**src/sv/mffd_pkg.sv**
```systemverilog
// Package for the motor feedback frame decoder: default parameters, frame
// field widths and the queue entry type shared by front, queue and back.
// No dependencies.
package mffd_pkg;

    // Default configuration of the block
    localparam int MOTOR_SLOTS_DEF    = 5;
    localparam int ENCODER_COUNTS_DEF = 8192;

    // Field widths
    localparam int ID_W      = 11;
    localparam int DLC_W     = 4;
    localparam int PAYLOAD_W = 56;
    localparam int NUM_W     = 8;
    localparam int SLOT_OUT_W = 3;
    localparam int ANGLE_W   = 16;
    localparam int WORD16_W  = 16;
    localparam int TEMP_W    = 8;
    localparam int TURNS_W   = 32;

    // Register reset and frame acceptance constants
    localparam logic [ID_W-1:0]  RX_BASE_ID_RESET = ID_W'(512);
    localparam logic [DLC_W-1:0] MIN_FRAME_LENGTH = DLC_W'(7);
    localparam logic [NUM_W-1:0] FIRST_SLOT_NUM   = NUM_W'(1);

    // Classified frame as held in the queue between front and back
    typedef struct packed {
        logic                       accepted;
        logic [NUM_W-1:0]           idx;
        logic [ANGLE_W-1:0]         angle;
        logic signed [WORD16_W-1:0] speed;
        logic signed [WORD16_W-1:0] drive_current;
        logic [TEMP_W-1:0]          temperature;
    } frame_t;

endpackage

```
**src/sv/mffd_if.sv**
```systemverilog
// Handshake channels of the motor feedback frame decoder: received frame in,
// decoded feedback out. Depends on mffd_pkg for field widths.

interface mffd_frame_if;
    logic                              valid;
    logic                              ready;
    logic                              is_extended;
    logic                              is_remote;
    logic [mffd_pkg::DLC_W-1:0]        frame_length;
    logic [mffd_pkg::ID_W-1:0]         frame_id;
    logic [mffd_pkg::PAYLOAD_W-1:0]    payload;

    modport source (output valid, is_extended, is_remote, frame_length, frame_id, payload,
                    input ready);
    modport sink   (input valid, is_extended, is_remote, frame_length, frame_id, payload,
                    output ready);
endinterface

interface mffd_feedback_if;
    logic                                valid;
    logic                                ready;
    logic                                accepted;
    logic [mffd_pkg::SLOT_OUT_W-1:0]     slot;
    logic [mffd_pkg::ANGLE_W-1:0]        angle;
    logic signed [mffd_pkg::WORD16_W-1:0] speed;
    logic signed [mffd_pkg::WORD16_W-1:0] drive_current;
    logic [mffd_pkg::TEMP_W-1:0]         temperature;
    logic signed [mffd_pkg::TURNS_W-1:0] turns;
    logic signed [mffd_pkg::TURNS_W-1:0] total_position;

    modport source (output valid, accepted, slot, angle, speed, drive_current,
                    temperature, turns, total_position,
                    input ready);
    modport sink   (input valid, accepted, slot, angle, speed, drive_current,
                    temperature, turns, total_position,
                    output ready);
endinterface

```
**src/sv/mffd_front.sv**
```systemverilog
// Front end: holds the base identifier register, filters each received frame
// and splits its payload into fields. Depends on mffd_pkg and mffd_frame_if.
module mffd_front #(
    parameter int MOTOR_SLOTS = mffd_pkg::MOTOR_SLOTS_DEF
) (
    input  logic                        clk,
    input  logic                        rst_n,
    input  logic                        cfg_we,
    input  logic [mffd_pkg::ID_W-1:0]   cfg_wdata,
    mffd_frame_if.sink                  frame,
    output logic                        push_valid,
    input  logic                        push_ready,
    output mffd_pkg::frame_t            push_data
);
    import mffd_pkg::*;

    logic [ID_W-1:0]  rx_base_id_reg;
    logic [ID_W-1:0]  id_diff;
    logic [NUM_W-1:0] slot_num;
    logic             hit;

    // Hold the base identifier; the user must write it only while the block is idle (not enforced here)
    always_ff @(posedge clk or negedge rst_n)
    begin
        if (!rst_n)
        begin
            rx_base_id_reg <= RX_BASE_ID_RESET;
        end
        else if (cfg_we)
        begin
            rx_base_id_reg <= cfg_wdata;
        end
    end

    // Classify the frame: drop on format, length, identifier or slot range
    always_comb
    begin
        id_diff  = frame.frame_id - rx_base_id_reg;
        slot_num = id_diff[NUM_W-1:0];
        hit      = !frame.is_extended && !frame.is_remote
                   && (frame.frame_length >= MIN_FRAME_LENGTH)
                   && (frame.frame_id > rx_base_id_reg)
                   && (slot_num >= FIRST_SLOT_NUM)
                   && (slot_num <= NUM_W'(MOTOR_SLOTS));

        push_data = '0;
        if (hit)
        begin
            push_data.accepted      = 1'b1;
            push_data.idx           = slot_num - FIRST_SLOT_NUM;
            push_data.angle         = frame.payload[55:40];
            push_data.speed         = frame.payload[39:24];
            push_data.drive_current = frame.payload[23:8];
            push_data.temperature   = frame.payload[7:0];
        end
    end

    assign push_valid  = frame.valid;
    assign frame.ready = push_ready;

endmodule

```
**src/sv/mffd_queue.sv**
```systemverilog
// Two-entry queue of classified frames between front and back, so each side
// can stall on its own. Depends on mffd_pkg.
module mffd_queue (
    input  logic             clk,
    input  logic             rst_n,
    input  logic             push_valid,
    output logic             push_ready,
    input  mffd_pkg::frame_t push_data,
    output logic             pop_valid,
    input  logic             pop_ready,
    output mffd_pkg::frame_t pop_data
);
    import mffd_pkg::*;

    localparam int DEPTH = 2;
    localparam int PTR_W = $clog2(DEPTH);
    localparam int CNT_W = $clog2(DEPTH + 1);

    frame_t             entry_reg [DEPTH];
    logic [PTR_W-1:0]   wr_ptr_reg;
    logic [PTR_W-1:0]   rd_ptr_reg;
    logic [CNT_W-1:0]   count_reg;
    logic [CNT_W-1:0]   count_next;
    logic               do_push;
    logic               do_pop;

    assign push_ready = (count_reg != CNT_W'(DEPTH));
    assign pop_valid  = (count_reg != '0);
    assign pop_data   = entry_reg[rd_ptr_reg];
    assign do_push    = push_valid && push_ready;
    assign do_pop     = pop_valid && pop_ready;

    // Track fill level
    always_comb
    begin
        count_next = count_reg;
        if (do_push && !do_pop)
        begin
            count_next = count_reg + CNT_W'(1);
        end
        else if (do_pop && !do_push)
        begin
            count_next = count_reg - CNT_W'(1);
        end
    end

    // Advance pointers
    always_ff @(posedge clk or negedge rst_n)
    begin
        if (!rst_n)
        begin
            wr_ptr_reg <= '0;
            rd_ptr_reg <= '0;
            count_reg  <= '0;
        end
        else
        begin
            count_reg <= count_next;
            if (do_push)
            begin
                wr_ptr_reg <= (wr_ptr_reg == PTR_W'(DEPTH - 1)) ? '0 : wr_ptr_reg + PTR_W'(1);
            end
            if (do_pop)
            begin
                rd_ptr_reg <= (rd_ptr_reg == PTR_W'(DEPTH - 1)) ? '0 : rd_ptr_reg + PTR_W'(1);
            end
        end
    end

    // Store the beat
    always_ff @(posedge clk)
    begin
        if (do_push)
        begin
            entry_reg[wr_ptr_reg] <= push_data;
        end
    end

endmodule

```
**src/sv/mffd_back.sv**
```systemverilog
// Back end: per-slot angle unwrap into turn counters (read-modify-write in
// stage one) and total position product (stage two, output register).
// Depends on mffd_pkg and mffd_feedback_if.
module mffd_back #(
    parameter int MOTOR_SLOTS    = mffd_pkg::MOTOR_SLOTS_DEF,
    parameter int ENCODER_COUNTS = mffd_pkg::ENCODER_COUNTS_DEF
) (
    input  logic             clk,
    input  logic             rst_n,
    input  logic             pop_valid,
    output logic             pop_ready,
    input  mffd_pkg::frame_t pop_data,
    mffd_feedback_if.source  feedback
);
    import mffd_pkg::*;

    localparam int SLOT_W = (MOTOR_SLOTS > 1) ? $clog2(MOTOR_SLOTS) : 1;
    localparam int DELTA_W = ANGLE_W + 2;
    localparam logic signed [DELTA_W-1:0] HALF_COUNTS = DELTA_W'(ENCODER_COUNTS / 2);
    localparam logic [TURNS_W-1:0] COUNTS_WORD = TURNS_W'(ENCODER_COUNTS);

    // Per-slot state
    logic [ANGLE_W-1:0]  stored_angle_reg [MOTOR_SLOTS];
    logic [TURNS_W-1:0]  turn_counter_reg [MOTOR_SLOTS];
    logic [MOTOR_SLOTS-1:0] seen_reg;

    // Stage one
    logic                       s1_valid_reg;
    logic                       s1_accepted_reg;
    logic [SLOT_OUT_W-1:0]      s1_slot_reg;
    logic [ANGLE_W-1:0]         s1_angle_reg;
    logic signed [WORD16_W-1:0] s1_speed_reg;
    logic signed [WORD16_W-1:0] s1_current_reg;
    logic [TEMP_W-1:0]          s1_temp_reg;
    logic [TURNS_W-1:0]         s1_turns_reg;

    // Stage two (output register)
    logic                       s2_valid_reg;
    logic                       s2_accepted_reg;
    logic [SLOT_OUT_W-1:0]      s2_slot_reg;
    logic [ANGLE_W-1:0]         s2_angle_reg;
    logic signed [WORD16_W-1:0] s2_speed_reg;
    logic signed [WORD16_W-1:0] s2_current_reg;
    logic [TEMP_W-1:0]          s2_temp_reg;
    logic [TURNS_W-1:0]         s2_turns_reg;
    logic [TURNS_W-1:0]         s2_total_reg;

    logic                       adv2;
    logic                       adv1;
    logic                       take;
    logic                       update;
    logic [SLOT_W-1:0]          idx;
    logic [ANGLE_W-1:0]         prev_angle;
    logic [TURNS_W-1:0]         prev_turns;
    logic signed [DELTA_W-1:0]  delta;
    logic [TURNS_W-1:0]         turns_next;
    logic [TURNS_W-1:0]         product;

    assign adv2      = !s2_valid_reg || feedback.ready;
    assign adv1      = !s1_valid_reg || adv2;
    assign pop_ready = adv1;
    assign take      = pop_valid && adv1;
    assign update    = take && pop_data.accepted;
    assign idx       = pop_data.idx[SLOT_W-1:0];

    // Unwrap the angle step into the slot's turn counter
    always_comb
    begin
        prev_angle = stored_angle_reg[idx];
        prev_turns = turn_counter_reg[idx];
        delta      = DELTA_W'(pop_data.angle) - DELTA_W'(prev_angle);
        turns_next = prev_turns;
        if (seen_reg[idx])
        begin
            if (delta > HALF_COUNTS)
            begin
                turns_next = prev_turns - TURNS_W'(1);
            end
            else if (delta < -HALF_COUNTS)
            begin
                turns_next = prev_turns + TURNS_W'(1);
            end
        end
    end

    // Write back slot state
    always_ff @(posedge clk or negedge rst_n)
    begin
        if (!rst_n)
        begin
            seen_reg <= '0;
            for (int k = 0; k < MOTOR_SLOTS; k++)
            begin
                stored_angle_reg[k] <= '0;
                turn_counter_reg[k] <= '0;
            end
        end
        else if (update)
        begin
            seen_reg[idx]         <= 1'b1;
            stored_angle_reg[idx] <= pop_data.angle;
            turn_counter_reg[idx] <= turns_next;
        end
    end

    // Stage valid flags
    always_ff @(posedge clk or negedge rst_n)
    begin
        if (!rst_n)
        begin
            s1_valid_reg <= 1'b0;
            s2_valid_reg <= 1'b0;
        end
        else
        begin
            if (adv1)
            begin
                s1_valid_reg <= pop_valid;
            end
            if (adv2)
            begin
                s2_valid_reg <= s1_valid_reg;
            end
        end
    end

    // Stage one payload; a dropped frame carries zero turns
    always_ff @(posedge clk)
    begin
        if (take)
        begin
            s1_accepted_reg <= pop_data.accepted;
            s1_slot_reg     <= pop_data.idx[SLOT_OUT_W-1:0];
            s1_angle_reg    <= pop_data.angle;
            s1_speed_reg    <= pop_data.speed;
            s1_current_reg  <= pop_data.drive_current;
            s1_temp_reg     <= pop_data.temperature;
            s1_turns_reg    <= pop_data.accepted ? turns_next : '0;
        end
    end

    // Total position: turns scaled by the encoder range plus the raw angle
    assign product = TURNS_W'(s1_turns_reg * COUNTS_WORD);

    always_ff @(posedge clk)
    begin
        if (adv2 && s1_valid_reg)
        begin
            s2_accepted_reg <= s1_accepted_reg;
            s2_slot_reg     <= s1_slot_reg;
            s2_angle_reg    <= s1_angle_reg;
            s2_speed_reg    <= s1_speed_reg;
            s2_current_reg  <= s1_current_reg;
            s2_temp_reg     <= s1_temp_reg;
            s2_turns_reg    <= s1_turns_reg;
            s2_total_reg    <= product + TURNS_W'(s1_angle_reg);
        end
    end

    assign feedback.valid          = s2_valid_reg;
    assign feedback.accepted       = s2_accepted_reg;
    assign feedback.slot           = s2_slot_reg;
    assign feedback.angle          = s2_angle_reg;
    assign feedback.speed          = s2_speed_reg;
    assign feedback.drive_current  = s2_current_reg;
    assign feedback.temperature    = s2_temp_reg;
    assign feedback.turns          = s2_turns_reg;
    assign feedback.total_position = s2_total_reg;

endmodule

```
**src/sv/motor_feedback_frame_decoder_top.sv**
```systemverilog
// Motor feedback frame decoder. Takes one received CAN frame per beat and
// returns exactly one feedback beat for it: accepted with the decoded angle,
// speed, current, temperature, turn count and total position, or all zero
// when the frame is dropped (extended, remote, short, or outside the slot
// range above rx_base_id). Sustained rate is one frame per clock cycle while
// the output is ready; the feedback beat is registered through the queue entry
// register, the per-slot unwrap stage and the position multiply stage. The
// input stalls only when the two-entry queue is full behind a stalled output.
// Per-slot state resets to not-yet-seen; rx_base_id is written through
// cfg_we/cfg_wdata, and the user must write it only while no frame is in
// flight; the block itself does not enforce this.
// Depends on mffd_pkg, mffd_if, mffd_front, mffd_queue and mffd_back.
module motor_feedback_frame_decoder_top #(
    parameter int MOTOR_SLOTS    = mffd_pkg::MOTOR_SLOTS_DEF,
    parameter int ENCODER_COUNTS = mffd_pkg::ENCODER_COUNTS_DEF
) (
    input  logic                        clk,
    input  logic                        rst_n,
    input  logic                        cfg_we,
    input  logic [mffd_pkg::ID_W-1:0]   cfg_wdata,
    mffd_frame_if.sink                  frame,
    mffd_feedback_if.source             feedback
);
    import mffd_pkg::*;

    logic   push_valid;
    logic   push_ready;
    frame_t push_data;
    logic   pop_valid;
    logic   pop_ready;
    frame_t pop_data;

    // Filter and split incoming frames
    mffd_front #(
        .MOTOR_SLOTS (MOTOR_SLOTS)
    ) u_front (
        .clk        (clk),
        .rst_n      (rst_n),
        .cfg_we     (cfg_we),
        .cfg_wdata  (cfg_wdata),
        .frame      (frame),
        .push_valid (push_valid),
        .push_ready (push_ready),
        .push_data  (push_data)
    );

    // Decouple front from back
    mffd_queue u_queue (
        .clk        (clk),
        .rst_n      (rst_n),
        .push_valid (push_valid),
        .push_ready (push_ready),
        .push_data  (push_data),
        .pop_valid  (pop_valid),
        .pop_ready  (pop_ready),
        .pop_data   (pop_data)
    );

    // Unwrap and position
    mffd_back #(
        .MOTOR_SLOTS    (MOTOR_SLOTS),
        .ENCODER_COUNTS (ENCODER_COUNTS)
    ) u_back (
        .clk       (clk),
        .rst_n     (rst_n),
        .pop_valid (pop_valid),
        .pop_ready (pop_ready),
        .pop_data  (pop_data),
        .feedback  (feedback)
    );

endmodule

```
**src/flat_wrapper.sv**
```systemverilog
// flat-port wrapper written by rule: the top's interface ports become plain ports
module motor_feedback_frame_decoder_top_flat import mffd_pkg::*;
#(
    parameter int MOTOR_SLOTS    = mffd_pkg::MOTOR_SLOTS_DEF,
    parameter int ENCODER_COUNTS = mffd_pkg::ENCODER_COUNTS_DEF
)
  (clk, rst_n, cfg_we, cfg_wdata, frame_valid, frame_is_extended, frame_is_remote, frame_frame_length, frame_frame_id, frame_payload, frame_ready, feedback_valid, feedback_accepted, feedback_slot, feedback_angle, feedback_speed, feedback_drive_current, feedback_temperature, feedback_turns, feedback_total_position, feedback_ready);
  mffd_frame_if frame_i ();
  mffd_feedback_if feedback_i ();
  input  logic clk;
  input  logic rst_n;
  input  logic cfg_we;
  input  logic [mffd_pkg::ID_W-1:0] cfg_wdata;
  input wire logic [$bits(frame_i.valid)-1:0] frame_valid;
  input wire logic [$bits(frame_i.is_extended)-1:0] frame_is_extended;
  input wire logic [$bits(frame_i.is_remote)-1:0] frame_is_remote;
  input wire logic [$bits(frame_i.frame_length)-1:0] frame_frame_length;
  input wire logic [$bits(frame_i.frame_id)-1:0] frame_frame_id;
  input wire logic [$bits(frame_i.payload)-1:0] frame_payload;
  output wire logic [$bits(frame_i.ready)-1:0] frame_ready;
  output wire logic [$bits(feedback_i.valid)-1:0] feedback_valid;
  output wire logic [$bits(feedback_i.accepted)-1:0] feedback_accepted;
  output wire logic [$bits(feedback_i.slot)-1:0] feedback_slot;
  output wire logic [$bits(feedback_i.angle)-1:0] feedback_angle;
  output wire logic [$bits(feedback_i.speed)-1:0] feedback_speed;
  output wire logic [$bits(feedback_i.drive_current)-1:0] feedback_drive_current;
  output wire logic [$bits(feedback_i.temperature)-1:0] feedback_temperature;
  output wire logic [$bits(feedback_i.turns)-1:0] feedback_turns;
  output wire logic [$bits(feedback_i.total_position)-1:0] feedback_total_position;
  input wire logic [$bits(feedback_i.ready)-1:0] feedback_ready;
  assign frame_i.valid = frame_valid;
  assign frame_i.is_extended = frame_is_extended;
  assign frame_i.is_remote = frame_is_remote;
  assign frame_i.frame_length = frame_frame_length;
  assign frame_i.frame_id = frame_frame_id;
  assign frame_i.payload = frame_payload;
  assign frame_ready = frame_i.ready;
  assign feedback_valid = feedback_i.valid;
  assign feedback_accepted = feedback_i.accepted;
  assign feedback_slot = feedback_i.slot;
  assign feedback_angle = feedback_i.angle;
  assign feedback_speed = feedback_i.speed;
  assign feedback_drive_current = feedback_i.drive_current;
  assign feedback_temperature = feedback_i.temperature;
  assign feedback_turns = feedback_i.turns;
  assign feedback_total_position = feedback_i.total_position;
  assign feedback_i.ready = feedback_ready;
  motor_feedback_frame_decoder_top #(.MOTOR_SLOTS(MOTOR_SLOTS), .ENCODER_COUNTS(ENCODER_COUNTS)) u_core (.clk(clk), .rst_n(rst_n), .cfg_we(cfg_we), .cfg_wdata(cfg_wdata), .frame(frame_i), .feedback(feedback_i));
endmodule
```
**config.mk**
```make
export PLATFORM = sky130hd
export DESIGN_NAME = motor_feedback_frame_decoder_top_flat
export DESIGN_NICKNAME = d
export VERILOG_FILES = /design/src/sv/mffd_pkg.sv /design/src/sv/mffd_if.sv /design/src/sv/mffd_front.sv /design/src/sv/mffd_queue.sv /design/src/sv/mffd_back.sv /design/src/sv/motor_feedback_frame_decoder_top.sv /design/src/flat_wrapper.sv
export SDC_FILE = /design/constraint.sdc
export NUM_CORES = 1
export LEC_CHECK = 0
export CAP_MARGIN = 20
export CORE_ASPECT_RATIO = 1.1
export CORE_MARGIN = 2
export CORE_UTILIZATION = 51
export DETAILED_ROUTE_END_ITERATION = 10
export DONT_BUFFER_PORTS = 1
export PLACE_DENSITY = 0.69
export SLEW_MARGIN = 20
export SYNTH_ARGS = -nofsm -noshare
export SYNTH_HDL_FRONTEND = slang
export SYNTH_SLANG_ARGS = --single-unit
```
**constraint.sdc**
```tcl
create_clock -name clk -period 5.4 [get_ports clk]
set_input_delay 0.81 -clock clk [delete_from_list [all_inputs] [get_ports clk]]
set_output_delay 0.81 -clock clk [all_outputs]
set_load 0.02 [all_outputs]
```
=== Yosys cells after proc, flatten, opt, wreduce, memory -nomap -nowiden ===
Memory sizes are Yosys's and may differ from the RTL's.
Cells that the tools add are included.

* Logic and storage cells: 105
* Memories: 1
* Output and inout bits: 126
* Flip-flop bits (word level): 478
* Memory bits (writable): 130
* Input bits: 89

{| class="wikitable"
|+ Memories
! memory !! depth !! width !! read ports !! clocked after Yosys merged registers in !! write ports !! line !! source
|-
| u_core.u_queue.entry_reg || 2 || 65 || 1 || 0 || 1 || mffd_queue.sv:19 || <nowiki>frame_t entry_reg [DEPTH];</nowiki>
|}

* Eq/ne operators: 1
* Muxes and demuxes: 26
* $add $sub $neg: 10
* $lt $le $gt $ge: 10
* Bitwise operators: 2
* Reductions and logical operators: 23

{| class="wikitable"
|+ Operators by type and width
! operator !! count
|-
| 2-to-1 mux 32 bit || 6
|-
| bitwise mux 160 bit || 1
|-
| binary-select mux 32 bit (select 3 bit) || 1
|-
| demux 32 bit (select 3 bit) || 1
|-
| bitwise mux 80 bit || 1
|-
| 2-to-1 mux 65 bit || 1
|-
| binary-select mux 16 bit (select 3 bit) || 1
|-
| demux 16 bit (select 3 bit) || 1
|-
| 2-to-1 mux 16 bit || 3
|-
| adder 32 x 1 -> 32 bit, second input constant || 1
|-
| adder 32 x 16 -> 32 bit || 1
|-
| subtractor 32 x 1 -> 32 bit, second input constant || 1
|-
| > comparator 17 x 14 -> 1 bit, second input constant || 1
|-
| less-than comparator 17 x 13 -> 1 bit, second input constant || 1
|-
| subtractor 16 x 16 -> 17 bit || 1
|-
| logical AND 1 bit || 13
|-
| > comparator 11 bit || 1
|-
| greater-or-equal comparator 8 x 1 -> 1 bit, second input constant || 1
|-
| <= comparator 8 x 3 -> 1 bit, second input constant || 1
|-
| subtractor 8 x 1 -> 8 bit, second input constant || 1
|-
| subtractor 8 bit || 1
|-
| logical NOT 1 bit || 6
|-
| 2-to-1 mux 1 bit || 6
|-
| bitwise OR 5 bit || 1
|-
| other kinds (15) || 19
|}

=== Depth between registers and ports, before layout ===
Gate-level depths: netlist (run 1).
An unclocked memory read counts as a cell.

* Depth in word-level cells: 11
* Mapped depth: 26
* Gate-level depth less buffers: 18

=== By module ===
Synthesis (run 1) repeated with hierarchy kept, for this count alone.

* Cells, all modules: 2179
* Area, all modules: 26770.7 um2

{| class="wikitable"
|+ Modules (own cells, without submodules)
! module !! area each (um2) !! times used !! sequential area each (um2) !! cells an instance
|-
| mffd_back || 19826.5 || 1 || 12276.8 || 1759
|-
| mffd_queue || 5046.1 || 1 || 4003.8 || 220
|-
| mffd_front || 1898.1 || 1 || 276.5 || 200
|}

=== Least setup slack after synthesis (run 1) ===
No wires, ideal clock.

* Path kind: register -> register
* From: register u_core.u_queue.rd_ptr_reg
* To: register u_core.u_back.s1_turns_reg[17], data pin
* Period minus slack after synthesis: 5.816 ns
* Stages on the path, launching flop included: 21
* Slack: -0.416 ns
* Data required time: 5.132 ns
* Buffers on the path: 3
* Library setup time: 0.268 ns
* Data arrival time: 5.548 ns
* Path through: dfrtp_1 mux2i_2 inv_2 buf_2 buf_1 buf_1 mux4_2 a22o_1 ha_1 fa_1 nand2b_1 a211oi_2 o21ai_0 and4b_1 a311o_1 o41ai_1 or2_1 or2_1 a21oi_1 xnor2_1 nor2_1

* Longest elaborated chain between the ends: 10
* Elaborated cells between the ends (all ways): 18
* Classes of those cells: 3 x add/sub; 2 x order compare; 11 x mux; 1 x bitwise; 1 x memory

{| class="wikitable"
|+ RTL lines
! what !! line !! source
|-
| start: declaration || mffd_queue.sv:21 || <nowiki>logic [PTR_W-1:0] rd_ptr_reg;</nowiki>
|-
| start signal: assignment || mffd_queue.sv:65 || <nowiki>rd_ptr_reg <= (rd_ptr_reg == PTR_W'(DEPTH - 1)) ? '0 : rd_ptr_reg + PTR_W'(1);</nowiki>
|-
| memory read (2 x 65 bit) (*) || n/a ||
|-
| inverter 3 -> 4 bit (not written as such) || mffd_back.sv:69, mffd_back.sv:70 ||
|-
| binary-select mux 16 bit (select 3 bit) || mffd_back.sv:69 || <nowiki>prev_angle = stored_angle_reg[idx];</nowiki>
|-
| 2-to-1 mux 16 bit (not written as such) (2 in a row) || mffd_back.sv:69 ||
|-
| subtractor 16 x 16 -> 17 bit || mffd_back.sv:71 || <nowiki>delta = DELTA_W'(pop_data.angle) - DELTA_W'(prev_angle);</nowiki>
|-
| less-than comparator 17 x 13 -> 1 bit || mffd_back.sv:79 || <nowiki>else if (delta < -HALF_COUNTS)</nowiki>
|-
| 2-to-1 mux 32 bit || mffd_back.sv:79 ||
|-
| 2-to-1 mux 32 bit || mffd_back.sv:75 || <nowiki>if (delta > HALF_COUNTS)</nowiki>
|-
| 2-to-1 mux 32 bit || mffd_back.sv:73 || <nowiki>if (seen_reg[idx])</nowiki>
|-
| end signal: assignment || mffd_back.sv:138 || <nowiki>s1_turns_reg <= pop_data.accepted ? turns_next : '0;</nowiki>
|-
| end: declaration || mffd_back.sv:35 || <nowiki>logic [TURNS_W-1:0] s1_turns_reg;</nowiki>
|}

Mark *: on every way between the ends. The rest lies on a longest branch, timed or not. The select of a mux whose other input is x is not followed.
A chain may end at the register's enable or synchronous reset.

=== Worst setup path after layout (run 1) ===
Same ends and word-level chain as after synthesis.

==> flow_metrics.env, run 1 <==
export IMPL_async_reset_ff_frac=0.448
export IMPL_clock_fmax_mhz=195
export IMPL_drt_met1_wl_mm=24.9
export IMPL_synth_edf_count=323
export IMPL_power_static_leakage_uw=0.0115
export IMPL_io_pins=215
export IMPL_skew_ns=0.0286
export IMPL_max_slew_margin=0.251
export IMPL_status="complete, no violations"
export IMPL_drive_gt1_frac=0.143
export IMPL_yosysMostFrequentCell="nand2_1"
export IMPL_drt_total_wl_mm=60.2
export IMPL_seq_area_mm2=0.0163
export IMPL_syn_nets=2230
export IMPL_rsz0062_at_grt="yes"
export IMPL_worstPathMaxFanout=11
export IMPL_htree_num_levels=2
export IMPL_hpwlAfterDp_mm=38.8
export IMPL_path_clk_slew_ns=0.06
export IMPL_antenna_left=0
export IMPL_dr_first_iter_drc_count=1227
export IMPL_die_h_um=238
export IMPL_maxCapViolCount=0
export IMPL_finalCriticalPeriod_ns=5.14
export IMPL_drt_pass1_iter_count=7
export IMPL_place_worst_setup_slack_ns=0.158
export IMPL_yosysWarnings=0
export IMPL_end_kind="register"
export IMPL_start_util=0.518
export IMPL_clockBufferDepth=3
export IMPL_r2r_end="u_core.u_back.s1_turns_reg[17]"
export IMPL_wl_met3_mm=3.98
export IMPL_grt_pass1_vias=16679
export IMPL_nets=2268
export IMPL_vias=16489
export IMPL_top_layer="met5"
export IMPL_rr_startpoint="u_core.u_queue.rd_ptr_reg"
export IMPL_fill_cells=3924
export IMPL_cts_root_buf="clkbuf_16"
export IMPL_cts_buffers=59
export IMPL_core_area_mm2=0.0491
export IMPL_cts_sinks=585
export IMPL_wl_per_cell_um=21.2
export IMPL_period_share=0.951
export IMPL_hold_viol=0
export IMPL_cp_data_required_time_ns=5.78
export IMPL_fin_util=0.582
export IMPL_grtUsageTotal=0.232
export IMPL_synth_common_cells="nand2_1 (335), edfxtp_1 (323), dfrtp_1 (261)"
export IMPL_ys_ff_latch=585
export IMPL_multiInputGateArea_mm2=0.00860
export IMPL_r2r_slack_ns=0.26
export IMPL_hold_path_class="in2async"
export IMPL_dieArea_mm2=0.0517
export IMPL_worstSetupPathType="reg2reg"
export IMPL_largest_reg_flops=160
export IMPL_wl_met2_mm=29.6
export IMPL_synth_cell_types=89
export IMPL_syn_inst=2103
export IMPL_area_delta_synth_final_pct=12.4
export IMPL_power_density_mw_per_mm2=647
export IMPL_synth_top_cell_area_share=0.381
export IMPL_synth_area_leaders="edfxtp_1 (38%), dfrtp_1 (26%), nand2_1 (4.9%)"
export IMPL_drv_slew=0
export IMPL_worstRegToRegCells=20
export IMPL_setup_viol=0
export IMPL_syn_cell_area_mm2=0.0255
export IMPL_antenna_found_initial=5
export IMPL_avgSynthCellArea_um2=12.1
export IMPL_die_x_um=217
export IMPL_clkLatencyLatePin_ns=0.65
export IMPL_setup_ws_ns=0.264
export IMPL_grt_pass1_wl_mm=93.4
export IMPL_synth_seq_area_share=0.638
export IMPL_place_congestion=0.886
export IMPL_grt_max_degree=263
export IMPL_cts_tree="done"
export IMPL_worstMarginPinSlew_ns=1.12
export IMPL_drcViolationCount=0
export IMPL_viasPerCell=5.80
export IMPL_yosys_area_top_type="edfxtp_1"
export IMPL_synthFlopType="edfxtp_1"
export IMPL_portBuffers=0
export IMPL_worstPathArrival_ns=5.52
export IMPL_grt_remaining_overflow=0
export IMPL_cp_start_kind="register"
export IMPL_ir_drop_uv=381
export IMPL_num_rows=85
## worst max path at each step
stage	startpoint	endpoint	slack, ns	cells past startpoint
2_1_floorplan	u_core.u_queue.rd_ptr_reg	u_core.u_back.s1_turns_reg[23]	0.0005	23
3_3_place_gp	u_core.u_queue.rd_ptr_reg	u_core.u_back.s1_turns_reg[28]	0.13	18
3_5_place_dp	u_core.u_queue.rd_ptr_reg	u_core.u_back.s1_turns_reg[28]	0.16	20
4_1_cts	u_core.u_queue.rd_ptr_reg	u_core.u_back.s1_turns_reg[28]	0.14	20
5_1_grt	u_core.u_queue.rd_ptr_reg	u_core.u_back.s1_turns_reg[17]	-0.003	20
6_report	u_core.u_queue.rd_ptr_reg	u_core.u_back.s1_turns_reg[17]	0.26	20
## worst max-delay path: stages (launching register included)
cell,delay (ns)
dfrtp_4,0.53
mux2i_2,0.18
inv_2,0.12
mux4_2,0.50
a22o_1,0.19
ha_1,0.21
fa_1,0.41
nand2b_1,0.19
a211oi_2,0.23
o21ai_1,0.13
and4b_1,0.23
a311o_1,0.33
a41oi_1,0.20
o21ai_1,0.13
buf_4,0.19
or3_4,0.39
buf_4,0.17
a21oi_1,0.16
xnor2_1,0.16
buf_4,0.17
nor2_1,0.04
## layout make-up
cell class / instances / share of cell area
Clock inverter: 39 / 0.0145
Clock buffer: 72 / 0.0544
Timing Repair Buffer: 93 / 0.0270
Antenna cell: 2 / 0.000175
Tap cell: 652 / 0.0285
Multi-Input combinational cell: 1351 / 0.300
Inverter: 51 / 0.00678
Sequential cell: 585 / 0.568
## routing by layer
layer | GRT usage | up-vias
li1 | - | 7644
met5 | 0 | -
met2 | 0.387 | 469
met1 | 0.297 | 8249
met4 | 0.0766 | 6
met3 | 0.0572 | 121
## report_power, final
group	switching, uW	leakage, uW	internal (uW)
Clock	1760	0.000952	2350
Sequential	1320	0.00679	6690
Combinational	4060	0.00375	2340
## cell families (layout without fill, tap and decap cells)
family          after synthesis  after routing  share of synthesized area
buf+inv                     167            255                     0.0286
other cells                   0              2                          0
compound gates              476            476                      0.110
simple gates                639            639                      0.118
xor+xnor                     62             62                     0.0225
mux                         136            136                     0.0633
fa+ha+maj                    38             38                     0.0196
flops                       585            585                      0.638
## metrics by stage
stage	instances	area (um2)	setup TNS [ns]	hold WS, ns	power, uW
6_report	2845	28600	0	0.118	18500
5_1_grt	2844	28600	-0.00263	0.172	19600
2_1_floorplan	2103	25500	0	0.400	12100
3_5_place_dp	2724	26500	0	0.405	14300
4_1_cts	2835	28400	0	-0.149	18500
3_3_place_gp	2723	26500	0	0.402	14100
## cells in the final DEF, fill, tap and decap left out, types with 36 or more instances in the layout
cell type / count
inv_1: 45
clkbuf_16: 59
a21oi_1: 64
o21ai_0: 232
o21ai_1: 51
and2_1: 70
xnor2_1: 36
edfxtp_1: 323
mux2i_1: 62
nor2_1: 68
nand2_1: 331
dfrtp_1: 260
buf_4: 86
mux2_2: 54
## timing repair
action	4_1_cts	5_1_grt
endpoints found under the setup margin	0	55
setup buffers	0	5
gates resized for setup	0	12
hold endpoints to repair	261	145
Note: power is estimated with default switching activity, not from simulation.
==> run 2, diff against run 1 <==
--- a/config.mk
+++ b/config.mk
@@ -11,7 +11,8 @@
 export CORE_UTILIZATION = 51
 export DETAILED_ROUTE_END_ITERATION = 10
 export DONT_BUFFER_PORTS = 1
-export PLACE_DENSITY = 0.69
+export GPL_TIMING_DRIVEN = 0
+export PLACE_DENSITY = 0.7
 export SLEW_MARGIN = 20
 export SYNTH_ARGS = -nofsm -noshare
 export SYNTH_HDL_FRONTEND = slang
==> run 2 against run 1 <==
The run now ends with hold timing, setup timing left. Setup slack got worse by 0.28 ns. Register-to-register slack got worse by 0.28 ns. Non-clock buffer count increased by 96. Hold slack got worse by 0.23 ns. Sequential power decreased by 1%. Global-route usage increased by 2.7 points. Largest cell class unchanged. Highest routed layer unchanged.
==> flow_metrics.env, run 2 (synthesized netlist as in run 1, its figures left out) <==
export IMPL_cpPeakStageDelay_ns=0.46
export IMPL_rsz0062_at_grt="yes"
export IMPL_clockBufferDepth=3
export IMPL_antenna_found_initial=6
export IMPL_worstSetupPathType="reg2reg"
export IMPL_grtUsageTotal=0.259
export IMPL_worstPathArrival_ns=5.75
export IMPL_nets=2361
export IMPL_path_clk_slew_ns=0.06
export IMPL_power_static_leakage_uw=0.0120
export IMPL_seq_area_mm2=0.0163
export IMPL_period_share=1.00
export IMPL_layout_common_cells="nand2_1 (332), edfxtp_1 (323), dfrtp_1 (260), o21ai_0 (217), clkbuf_1 (80)"
export IMPL_antenna_left=0
export IMPL_drv_slew=0
export IMPL_multiInputGateArea_mm2=0.00928
export IMPL_layout_commonest_cell="nand2_1"
export IMPL_fin_area_mm2=0.0300
export IMPL_cts_root_buf="clkbuf_16"
export IMPL_maxCapViolCount=0
export IMPL_violations="hold timing, setup timing"
export IMPL_drt_total_wl_mm=67.5
export IMPL_hold_viol=261
export IMPL_die_x_um=217
export IMPL_cts_tree="done"
export IMPL_ir_drop_uv=478
export IMPL_worstPathMaxFanout=8
export IMPL_setup_viol=1
export IMPL_grt_pass1_vias=17908
export IMPL_max_slew_margin=0.293
export IMPL_hold_path_class="in2async"
export IMPL_whs_ns=-0.108
export IMPL_fin_util=0.610
export IMPL_htree_num_levels=2
export IMPL_combPwrFrac=0.410
export IMPL_seqPwrFrac=0.391
export IMPL_cp_start_kind="register"
export IMPL_critPathTopFamily="compound AO/OA/AOI/OAI gates"
export IMPL_area_delta_synth_final_pct=17.7
export IMPL_setup_ws_ns=-0.0112
export IMPL_fill_cells=3789
export IMPL_clock_fmax_mhz=185
export IMPL_crit_chain="buf_6, mux2i_4, inv_4, buf_4, nor3_4, buf_6, buf_4, a21o_1, o21ai_0, ha_1, a21oi_2, and2_4, a211oi_2, o41ai_2, xor2_1, buf_4, o41ai_4, buf_6, or2_1, or2_4, o32ai_4, xor2_2, nor2_1"
export IMPL_worstMarginPinSlew_ns=1.03
export IMPL_p_sw_frac=0.396
export IMPL_power_density_mw_per_mm2=676
export IMPL_viasPerCell=6.02
export IMPL_cp_data_required_time_ns=5.74
export IMPL_core_area_mm2=0.0491
export IMPL_grt_max_degree=263
export IMPL_num_rows=85
export IMPL_place_congestion=0.950
export IMPL_place_worst_setup_slack_ns=-2.21
export IMPL_wl_per_cell_um=23.0
export IMPL_hpwlAfterDp_mm=44.5
export IMPL_end_kind="register"
export IMPL_finalCriticalPeriod_ns=5.41
export IMPL_grt_remaining_overflow=0
export IMPL_drcViolationCount=0
export IMPL_status="complete, but fails checks"
export IMPL_dp_cells=2761
export IMPL_die_h_um=238
export IMPL_crit_path_top_delay_cell="o41ai_2"
export IMPL_dieArea_mm2=0.0517
export IMPL_cts_sinks=585
export IMPL_grt_pass1_wl_mm=103
export IMPL_largest_reg_flops=160
export IMPL_skew_ns=0.0187
export IMPL_intPower_uw=12300
export IMPL_drive_gt1_frac=0.187
export IMPL_fin_cells=2936
export IMPL_vias=17688
export IMPL_io_pins=215
export IMPL_cts_buffers=56
export IMPL_clkLatencyLatePin_ns=0.62
export IMPL_drt_pass1_iter_count=6
export IMPL_start_util=0.518
export IMPL_clockPowerShare=0.199
export IMPL_dr_first_iter_drc_count=1814
export IMPL_portBuffers=0
export IMPL_fin_tns_setup_ns=-0.0112
export IMPL_post_dp_cell_area_mm2=0.0265
export IMPL_p_sw_uw=8020
export IMPL_path_buf_inv=7
==> run 2: cell count changes in the layout (fill, tap and decap cells not counted), moves of 8 or more <==
cell,before,now
xnor2_2,5,19
a21oi_1,64,54
a21oi_2,3,11
o21ai_1,51,60
buf_6,2,16
clkbuf_1,10,80
buf_4,86,78
clkinv_1,13,4
o21ai_0,232,217
xnor2_1,36,21
==> run 2: area by class of cell <==
type,instances,area share
inverters,51,0.00672
diodes,2,0.000167
plain buffers,107,0.0237
multi-input cells,1351,0.310
flip-flops and latches,585,0.543
clock buffers,79,0.0517
repair buffers,82,0.0266
well taps,652,0.0272
clock inverters,27,0.0117
==> run 2: path summary, 6_finish.rpt <==
path / cells past startpoint / end / from / slack, ns
max reg2reg: 23 / u_core.u_back.s1_turns_reg[19] / u_core.u_queue.rd_ptr_reg / -0.01
min in group clk: 2 / u_core.u_front.rx_base_id_reg[1] / cfg_wdata[1] / 0.31
max: 23 / u_core.u_back.s1_turns_reg[19] / u_core.u_queue.rd_ptr_reg / -0.01
max in group asynchronous: 0 / u_core.u_back.turn_counter_reg[114] / rst_n / 5.11
min: 0 / u_core.u_back.turn_counter_reg[10] / rst_n / -0.11
min reg2reg: 0 / u_core.u_back.feedback.angle[7] / u_core.u_back.s1_angle_reg[7] / 0.41
==> run 2: worst reg2reg max path, delay by kind of cell (launching register included) <==
family / cells / cell delay, ns
multiplexers: 1 / 0.34
AO/OA/AOI/OAI: 7 / 1.35
flip-flops: 1 / 0.41
XOR/XNOR: 2 / 0.54
adder cells (fa/ha/maj): 1 / 0.38
AND/OR/NAND/NOR: 5 / 1.05
buffers and inverters: 7 / 1.10
==> run 2: layer usage <==
metal  up-vias  GRT usage  share of wire
met3       225     0.0696          0.087
met1      8783      0.320           0.38
met4         8      0.117          0.045
met2       834      0.426           0.48
li1       7838          -              -
met5         -          0        0.00068
==> run 2: repair_timing <==
action	in CTS	in global routing
endpoints found under the setup margin	192	192
setup buffers	52	23
resized for setup	149	80
pin swaps	31	45
gates cloned	1	0
hold endpoints to repair	261	261
==> run 2: power by group through the flow <==
stage	logic [uW]	clock network, uW	registers [uW]
2_1_floorplan	4390	0	7740
3_3_place_gp	5950	0	8040
3_5_place_dp	6230	0	7990
4_1_cts	7520	4100	7920
5_1_grt	8860	4270	8070
6_report	8320	4030	7920
==> run 2: stage by stage <==
step	power [uW]	hold WS [ns]
after floorplan	12100	0.400
after global placement	14000	0.402
after detailed placement	14200	0.405
after CTS	19500	-0.133
after global routing	21200	-0.144
final	20300	-0.108
